$ cat src/igf_pkg.sv
package igf_pkg;

	localparam int MAX_BRUSHES = 64;
	localparam int Z_WIDTH     = 32;
	localparam int IDX_W       = $clog2(MAX_BRUSHES);
	localparam int CNT_W       = $clog2(MAX_BRUSHES + 1);
	localparam int EPS_W       = 12;
	localparam int OUT_IDX_W   = 6;
	localparam int GCNT_W      = 6;
	localparam logic [GCNT_W-1:0] MAX_GAPS = 6'd63;
	localparam logic [EPS_W-1:0]  EPS_RESET = 12'd4;

	localparam logic [2:0] KIND_LIQUID = 3'd2;
	localparam logic [2:0] KIND_RAIL   = 3'd3;
	localparam logic [2:0] KIND_LIGHT  = 3'd4;

	localparam logic [1:0] RA_PREV = 2'd0;
	localparam logic [1:0] RA_ZERO = 2'd1;
	localparam logic [1:0] RA_PTR  = 2'd2;
	localparam logic [1:0] RA_NEXT = 2'd3;

	typedef struct packed {
		logic signed [31:0] bottom_z;
		logic signed [31:0] top_z;
		logic [2:0]         kind;
		logic               last_brush;
	} igf_in_t;

	typedef struct packed {
		logic               gap_valid;
		logic signed [31:0] gap_floor;
		logic signed [31:0] gap_ceiling;
		logic [5:0]         floor_index;
		logic [5:0]         ceiling_index;
		logic               last_gap;
	} igf_out_t;

	typedef struct packed {
		logic signed [Z_WIDTH-1:0] bottom;
		logic signed [Z_WIDTH-1:0] top;
		logic [2:0]                kind;
		logic [IDX_W-1:0]          idx;
	} igf_entry_t;

	typedef struct packed {
		logic       take_item;
		logic       ptr_load_cnt;
		logic       ptr_zero;
		logic       ptr_dec;
		logic       ptr_inc;
		logic       wr_shift;
		logic       wr_place;
		logic [1:0] ra_sel;
		logic       h_load;
		logic       pend_set;
		logic       pend_clr;
		logic       push_pend;
		logic       push_last;
		logic       cnt_inc;
		logic       cnt_clr;
	} igf_cmd_t;

	typedef struct packed {
		logic cnt_zero;
		logic cnt_full;
		logic n_ge2;
		logic in_last;
		logic item_last;
		logic ptr_one;
		logic ins_gt;
		logic eph_h;
		logic eph_a;
		logic gap;
		logic gap_room;
		logic a_higher;
		logic k_last;
		logic pend;
		logic out_free;
	} igf_stat_t;

	function automatic logic is_ephemeral(input logic [2:0] k);
		return (k == KIND_LIQUID) || (k == KIND_RAIL) || (k == KIND_LIGHT);
	endfunction

endpackage

$ cat src/igf_ctrl.sv
module igf_ctrl (
	input  logic               clk,
	input  logic               arst_n,
	input  logic               in_valid,
	output logic               in_ready,
	input  igf_pkg::igf_stat_t st,
	output igf_pkg::igf_cmd_t  cmd
);
	import igf_pkg::*;

	localparam logic [2:0] S_IDLE  = 3'd0;
	localparam logic [2:0] S_INSRD = 3'd1;
	localparam logic [2:0] S_INSCM = 3'd2;
	localparam logic [2:0] S_PLACE = 3'd3;
	localparam logic [2:0] S_SWST  = 3'd4;
	localparam logic [2:0] S_SWH   = 3'd5;
	localparam logic [2:0] S_SWEV  = 3'd6;
	localparam logic [2:0] S_SWEND = 3'd7;

	logic [2:0] state_q, state_d;
	logic       advance;

	assign in_ready = (state_q == S_IDLE);

	always_ff @(posedge clk or negedge arst_n) begin
		if (!arst_n) begin
			state_q <= S_IDLE;
		end else begin
			state_q <= state_d;
		end
	end

	always_comb begin
		cmd     = '0;
		cmd.ra_sel = RA_PTR;
		state_d = state_q;
		advance = 1'b0;
		unique case (state_q)
			S_IDLE: begin
				if (in_valid) begin
					cmd.take_item = 1'b1;
					if (!st.cnt_full) begin
						cmd.ptr_load_cnt = 1'b1;
						state_d = st.cnt_zero ? S_PLACE : S_INSRD;
					end else if (st.in_last) begin
						state_d = st.n_ge2 ? S_SWST : S_SWEND;
					end
				end
			end
			S_INSRD: begin
				cmd.ra_sel = RA_PREV;
				state_d = S_INSCM;
			end
			S_INSCM: begin
				if (st.ins_gt) begin
					cmd.wr_shift = 1'b1;
					cmd.ptr_dec  = 1'b1;
					state_d = st.ptr_one ? S_PLACE : S_INSRD;
				end else begin
					state_d = S_PLACE;
				end
			end
			S_PLACE: begin
				cmd.wr_place = 1'b1;
				cmd.cnt_inc  = 1'b1;
				if (st.item_last) begin
					// count before this item: zero means this item is the only one, so no sweep is needed
					state_d = st.cnt_zero ? S_SWEND : S_SWST;
				end else begin
					state_d = S_IDLE;
				end
			end
			S_SWST: begin
				cmd.ra_sel   = RA_ZERO;
				cmd.ptr_zero = 1'b1;
				state_d = S_SWH;
			end
			S_SWH: begin
				cmd.h_load  = 1'b1;
				cmd.ra_sel  = RA_NEXT;
				cmd.ptr_inc = 1'b1;
				state_d = S_SWEV;
			end
			S_SWEV: begin
				if (st.eph_h) begin
					cmd.h_load = 1'b1;
					advance = 1'b1;
				end else if (st.eph_a) begin
					advance = 1'b1;
				end else if (st.gap) begin
					if (!st.gap_room) begin
						cmd.h_load = 1'b1;
						advance = 1'b1;
					end else if (!st.pend || st.out_free) begin
						cmd.push_pend = st.pend;
						cmd.pend_set  = 1'b1;
						cmd.h_load    = 1'b1;
						advance = 1'b1;
					end
					// otherwise hold: previous gap still waits for the output
				end else begin
					cmd.h_load = st.a_higher;
					advance = 1'b1;
				end
				if (advance) begin
					if (st.k_last) begin
						state_d = S_SWEND;
					end else begin
						cmd.ra_sel  = RA_NEXT;
						cmd.ptr_inc = 1'b1;
					end
				end
			end
			S_SWEND: begin
				if (st.out_free) begin
					cmd.push_last = 1'b1;
					cmd.pend_clr  = 1'b1;
					cmd.cnt_clr   = 1'b1;
					state_d = S_IDLE;
				end
			end
			default: state_d = S_IDLE;
		endcase
	end

endmodule

$ cat config.mk
export PLATFORM = sky130hd
export DESIGN_NAME = igf_ctrl
export DESIGN_NICKNAME = d
export VERILOG_FILES = /design/src/igf_pkg.sv /design/src/igf_ctrl.sv
export SDC_FILE = /design/constraint.sdc
export NUM_CORES = 1
export LEC_CHECK = 0
export ABC_AREA = 1
export BUFFER_PORTS_ARGS = -buffer_cell sky130_fd_sc_hd__buf_2
export CAP_MARGIN = 20
export CELL_PAD_IN_SITES_DETAIL_PLACEMENT = 1
export CELL_PAD_IN_SITES_GLOBAL_PLACEMENT = 2
export CORE_MARGIN = 4
export CORE_UTILIZATION = 18
export CTS_CLUSTER_SIZE = 10
export DETAILED_ROUTE_END_ITERATION = 10
export PLACE_DENSITY = 0.84
export SLEW_MARGIN = 20
export SYNTH_ARGS = -nofsm -noshare
export SYNTH_HDL_FRONTEND = slang
export SYNTH_SLANG_ARGS = --single-unit
$ cat constraint.sdc
create_clock -name clk -period 3.3 [get_ports clk]
set_input_delay 0 -clock clk [delete_from_list [all_inputs] [get_ports clk]]
set_output_delay 0 -clock clk [all_outputs]
set_load 0.05 [all_outputs]
### Word-level counts from Yosys, hierarchy flattened

Cells that the tools add are included.

* register bits after elaboration: 3
* input bits: 18
* output and inout bits: 17
* logic and storage cells: 67

* eq/ne operators: 12
* muxes and demuxes: 50
* reductions and logical operators: 4

Operators with widths (number)
* 2-to-1 mux 1 bit: 30
* one-hot mux 3 bit (8 select lines): 1
* 2-to-1 mux 3 bit: 7
* 2-to-1 mux 2 bit: 9
* equality test 3 bit (second input constant): 4
* inequality test 2 bit (second input constant): 4
* one-hot mux 2 bit (4 select lines): 1
* equality test 3 x 2 -> 1 bit (second input constant): 2
* AND reduction 5 bit: 1
* one-hot mux 1 bit (2 select lines): 2
* equality test 3 x 1 -> 1 bit (second input constant): 1
* zero test 3 bit: 1
* inequality test 3 bit (second input constant): 1
* zero test 1 bit: 1
* logical OR 1 bit: 1

### Depth between registers and ports, before layout

Gate-level depths: netlist (run 1).

* depth after elaboration: 10
* mapped depth: 9
* gate-level depth less buffers: 8

### Worst setup path before layout (run 1)

No wires, ideal clock.

* path type: flip-flop to output port
* start point: reg state_q[2]
* end point: out cmd[14] (netlist name)
* data arrival time: 2.113 ns
* required time: 3.300 ns
* slack: 1.187 ns
* cell stages (with the launch flop): 6
* buffers on the path: 0
* cells stage by stage: dfrtp_1 > inv_1 > nand2_2 > nor2_4 > inv_1 > nor3_1

RTL lines
* start: declaration: line igf_ctrl.sv:20 `logic [2:0] state_q, state_d;`
* start signal: assignment: line igf_ctrl.sv:29 `state_q <= state_d;`
* end: declaration: line igf_ctrl.sv:7 `output igf_pkg::igf_cmd_t cmd`

==> results of run 1 <==
==> how the worst max path moves through the flow <==
stage	from	endpoint	slack [ns]
after floorplan	state_q[2]	cmd[14]	1.19
after global placement	state_q[1]	cmd[5]	1.94
after detailed placement	state_q[1]	cmd[6]	1.94
after CTS	state_q[1]	cmd[6]	1.68
after global routing	state_q[1]	cmd[5]	1.55
final	state_q[1]	cmd[6]	1.70
==> layout make-up <==
cell class                 count  area (um^2)  area share
inverter                      12         45.0      0.0677
multi-input combinational     62          302       0.453
sequential                     3         75.1       0.113
tap                           30         37.5      0.0564
timing repair buffer          35          180       0.271
clock buffer                   4         26.3      0.0395
==> cell families after synthesis <==
family / after synthesis / synth area share
buffers and inverters: 18 / 0.206
and+or+nand+nor: 55 / 0.551
DFF: 3 / 0.158
AOI/OAI and AO/OA: 7 / 0.0844
==> layout by cell type (no fill, tap or decap) <==
cell type and instances:
dfrtp_1 3, nor2_1 10, buf_2 34, nor2_4 2, inv_1 12, nor3_1 3
o21ai_1 1, clkbuf_4 3, nand2_1 24, nand3_1 7, o21bai_1 1, nand2_4 1
o21ai_0 2, nand4_1 4, clkbuf_1 1, a21oi_1 2, or2_2 1, dlygate4sd3_1 1
nand2_2 1, o211ai_1 1, nor2_2 2
==> routing by layer <==
layer	wire length (um)	share of wire	GRT usage
met5	0	0	0
met3	131	0.087	0.0109
met1	669	0.45	0.121
met4	19	0.013	0.0388
met2	680	0.45	0.144
==> worst max-delay path, delay by kind of cell (launching register included) <==
family	cells	cell delay [ns]
buffers and inverters	2	0.36
AND/OR/NAND/NOR	2	0.29
flip-flops	1	0.53
AO/OA/AOI/OAI	1	0.18
==> metrics by stage <==
step                      instance area, um^2  cells  hold WS (ns)
after global routing                      666    146         0.110
after floorplan                           474     83        -0.296
after global placement                    629    141        -0.201
after detailed placement                  629    141        -0.198
final                                     666    146        0.0930
after CTS                                 666    146        0.0884
==> power by group through the flow <==
stage	Sequential (W)	Combinational, W	Clock [W]
6_report	0.000108	0.000557	0.0000641
5_1_grt	0.000115	0.000610	0.0000682
4_1_cts	0.000109	0.000568	0.0000665
3_5_place_dp	0.000109	0.000566	0
3_3_place_gp	0.000106	0.000565	0
2_1_floorplan	0.0000711	0.000518	0
==> results.tsv, run 1 <==
stage	metric	value	unit
layout	top_register	state_q	
layout	fin_util	0.266	
yosys	synth-warning-count	0	
layout	fin_nets	135	
clocking	cts_tree	yes	
global_routing	antenna_found_initial	0	
setup_path	reg2reg_from	state_q[1]	
sta	finalCriticalPeriod	1.60	ns
floorplan	dieArea	0.00352	mm^2
job	cap_violations	0	
setup_path	cp-start-kind	register	
drt	wirelength	1500	um
layout	diodes	0	
layout	largest_register_ff_count	3	
clocking	clock-sinks	3	
yosys	syn_inst	83	
yosys	yosysTopAreaCell	nand2_1	
floorplan	num_io_pins	35	
setup_path	required	3.30	ns
yosys	ys_types	19	
setup_path	slowest_stage	dfrtp_1	
power	p_int	0.000241	W
yosys	synth_most_common_cell	nand2_1	
power	clockPowerShare	0.088	
power	seq_power_share	0.148	
global_routing	first_global_vias	580	
floorplan	initial_core_util	0.190	
yosys	ys_seq_elements	3	
sta	setup_ws	1.70	ns
clocking	cts_root_buf	clkbuf_4	
yosys	synth_top_area_share	0.190	
sta	worstMarginPinSlew	0.367	ns
setup_path	rr_worst_depth	5	
worst_hold_path	hold_path_class	in -> async	
clocking	clock_latency	0.23	ns
sta	slew_viol_final	0	
yosys	synthTopCellsByCount	nand2_1 (24), inv_1 (12), nor2_1 (10)	
place	place_ws	1.94	ns
sta	fmax	0.624	GHz
drt	wl_per_cell	10.3	um
power	sw_frac_of_total	0.670	
place	dp_hpwl	1350	um
clocking	hold_buffers	1	
global_routing	grt_pass1_wl	2480	um
drt	ant_nets	0	
layout	reg_top3	state_q x3	
layout	num-fill-cells	330	
sta	fin_worst_skew	0.000520	ns
drt	first_iter_violations	12	
clocking	ctsResizeCount	0	
layout	drive_gt1_frac	0.379	
run_status	status	finished clean	
power	p_leak	0.407	nW
yosys	avgSynthCellArea	5.71	um^2
drt	vias	601	
place	numPortBuffers	34	
yosys	synth_area_leaders	nand2_1 (19%), dfrtp_1 (16%), inv_1 (9.5%), nor2_1 (7.9%), nand3_1 (7.4%)	
setup_path	r2r_slack	1.97	ns
setup_path	crit_fanout	8	
clocking	cts_max_level	1	
power	powerDensity	1100	mW/mm^2
clocking	clockBufferDepth	2	
floorplan	die_w	59.3	um
yosys	synth_flop_cell	dfrtp_1	
clocking	cts_made_buffers	3	
setup_path	crit_chain	nand2_1 -> nor2_4 -> inv_1 -> o21ai_0 -> buf_2	
drt	routed_via_density	4.12	
yosys	seq_area_frac_synth	0.158	
sta	tns	0	ns
floorplan	dieHeight	59.3	um
global_routing	gr-total-overflow	0	
setup_path	r2r-end	state_q[2]	
sta	rsz0062_at_grt	no	
setup_path	path_class	reg -> out	
sta	hold_viol	0	
layout	area_growth	40.4	%
power	power	0.000730	W
clocking	clkTransAtPathRegs	0.03	ns
drt	drt-pass1-iter-count	3	
clocking	cts_setup_buffers	0	
yosys	ys_async_sr_fraction	1.00	
yosys	syn_nets	101	
power	power.switching	0.000489	W
global_routing	grt_use_total	0.0899	
floorplan	core-area	0.00250	mm^2
sta	setup_viol_count_final	0	
setup_path	cp_slowest_stage_delay	0.53	ns
setup_path	critical_path_arrival	1.60	ns
setup_path	critPathCaptureType	output pin	
place	finalWeightedCongestion	0.756	
power	combPwrFrac	0.764	
sta	max_slew_margin	0.756	
sta	fin_crit_sh	0.486	
floorplan	std_cell_rows	18	
yosys	synth_edf_count	0	
drt	drc_errors	0	
power	irDropWorstVdd	0.000452	V
global_routing	grt_max_degree	10	
yosys	synth_area	474	um^2
Note: power is estimated with default switching activity, not from simulation.
==> run 2, diff against run 1 <==
- CORE_UTILIZATION: 18 -> 17
- PLACE_DENSITY: 0.84 -> 0.8
- clock period: 3.3 -> 1.59 ns (I/O delays scaled with it)
==> results.tsv, run 2 (synthesized netlist as in run 1, its figures left out) <==
stage	metric	value	unit	change
setup_path	r2r_slack	0.35	ns	-1.62 ns
power	p_int	0.000529	W	+120%
floorplan	core-area	0.00257	mm^2	+2.7%
run_status	status	finished clean		
power	sw_frac_of_total	0.665		-0.00504
drt	first_iter_violations	11		-1
floorplan	dieArea	0.00370	mm^2	+5.1%
clocking	cts_setup_buffers	0		unchanged
global_routing	gr-total-overflow	0		unchanged
sta	fin_hold_ws	0.0888	ns	-0.00422 ns
worst_hold_path	hold_path_class	in -> async		
clocking	clock_latency	0.23	ns	about the same
floorplan	dieHeight	60.8	um	+2.5%
sta	finalCriticalPeriod	1.45	ns	
layout	area_growth	46.4	%	
layout	final_cell_mix	buf_2 (30), nand2_1 (24), inv_1 (11)		
place	dp_hpwl	1460	um	+8.4%
drt	ant_nets	0		unchanged
setup_path	crit_fanout	6		-2
clocking	cts_tree	yes		
layout	final_cells	146		unchanged
clocking	clkTransAtPathRegs	0.04	ns	about the same
floorplan	num_io_pins	35		unchanged
power	seq_power_share	0.155		+0.007
clocking	clock-sinks	3		unchanged
setup_path	r2r-end	state_q[0]		
setup_path	required	1.59	ns	-1.71 ns
layout	drive_gt1_frac	0.448		+0.0690
global_routing	grt_pass1_wl	2790	um	+13%
drt	vias	644		+7.2%
layout	reg_top3	state_q x3		
setup_path	rr_worst_depth	8		+3
clocking	cts_made_buffers	3		unchanged
drt	wirelength	1660	um	+11%
setup_path	cp-start-kind	register		
power	power.switching	0.00105	W	+110%
sta	fin_crit_sh	0.914		
sta	hold_viol	0		unchanged
power	p_leak	0.404	nW	-0.65%
drt	drc_errors	0		unchanged
layout	final_common_cell	buf_2		
sta	max_slew_margin	0.834		+0.0784
clocking	cts_max_level	1		unchanged
job	cap_violations	0		unchanged
sta	fin_worst_skew	0.000656	ns	+0.000136 ns
drt	wl_per_cell	11.4	um	+11%
drt	routed_via_density	4.41		+7.2%
global_routing	first_global_vias	671		+16%
floorplan	initial_core_util	0.185		-0.00499
setup_path	critical_path_arrival	1.45	ns	-0.15 ns
global_routing	grt_use_total	0.0987		+0.00877
setup_path	reg2reg_from	state_q[2]		
sta	setup_viol_count_final	0		unchanged
place	numPortBuffers	34		unchanged
sta	fmax	0.688	GHz	
global_routing	grt_max_degree	10		unchanged
drt	drt-pass1-iter-count	2		-1
power	clockPowerShare	0.085		-0.003
layout	largest_register_ff_count	3		unchanged
layout	fin_nets	135		unchanged
layout	top_register	state_q		
place	finalWeightedCongestion	0.759		+0.44%
setup_path	path_class	reg -> out		
power	combPwrFrac	0.760		-0.004
floorplan	die_w	60.8	um	+2.5%
clocking	clockBufferDepth	2		unchanged
setup_path	critPathCaptureType	output pin		
floorplan	std_cell_rows	18		unchanged
layout	diodes	0		unchanged
sta	rsz0062_at_grt	no		
power	irDropWorstVdd	0.000967	V	+110%
sta	worstMarginPinSlew	0.246	ns	-0.120 ns
global_routing	antenna_found_initial	0		unchanged
clocking	cts_root_buf	clkbuf_4		
power	powerDensity	2270	mW/mm^2	+110%
sta	slew_viol_final	0		unchanged
place	dp.cells	141		unchanged
run 2: final cells by class:
cell class / instances / area (um^2)
Timing Repair Buffer: 35 / 190
Multi-Input combinational cell: 62 / 317
Fill cell: 352 / 1870
Inverter: 12 / 45.0
Tap cell: 30 / 37.5
Sequential cell: 3 / 78.8
Clock buffer: 4 / 26.3
run 2: critical path, cell delays in order (launching register included):
cell and delay (ns):
dfrtp_2 0.45, inv_2 0.13, nand2_2 0.09, nor2_4 0.13
inv_1 0.10, nor3_2 0.10, buf_4 0.22
run 2: how the worst max path moves through the flow:
| stage | start | to | slack, ns | cells past startpoint |
|---|---|---|---|---|
| floorplan | state_q[2] | cmd[14] | -0.14 | 5 |
| global placement | state_q[2] | cmd[14] | 0.24 | 6 |
| detailed placement | state_q[2] | cmd[14] | 0.21 | 6 |
| CTS | state_q[2] | cmd[14] | 0.005 | 6 |
| global route | state_q[1] | cmd[5] | 0.004 | 5 |
| finish | state_q[2] | cmd[14] | 0.14 | 6 |
run 2: per-layer routing:
layer,track usage,up-vias,share of wire
met5,0,-,0
li1,-,323,-
met1,0.121,291,0.45
met3,0.0128,0,0.092
met2,0.169,30,0.45
met4,0.0464,0,0
run 2: power by group through the flow:
| stage | Combinational, W | Sequential [W] | Clock [W] |
|---|---|---|---|
| 2_1_floorplan | 0.00109 | 0.000148 | 0 |
| 3_3_place_gp | 0.00118 | 0.000228 | 0 |
| 3_5_place_dp | 0.00120 | 0.000236 | 0 |
| 4_1_cts | 0.00120 | 0.000239 | 0.000138 |
| 5_1_grt | 0.00132 | 0.000258 | 0.000150 |
| 6_report | 0.00120 | 0.000245 | 0.000134 |
run 2: timing repair:
action | in CTS | in global routing
hold endpoints to repair | 3 | 0
cloned | 0 | 0
hold buffers | 1 | 0
resized for setup | 3 | 6
setup endpoints to repair | 4 | 7
run 2: metrics by stage:
stage	power, W	util	setup TNS (ns)	area, um^2	setup WS (ns)
after global routing	0.00173	0.270	0	694	0.00419
after detailed placement	0.00143	0.251	0	644	0.206
final	0.00158	0.270	0	694	0.136
after floorplan	0.00124	-	-0.170	489	-0.138
after global placement	0.00141	0.251	0	644	0.237
after CTS	0.00158	0.268	0	687	0.00462
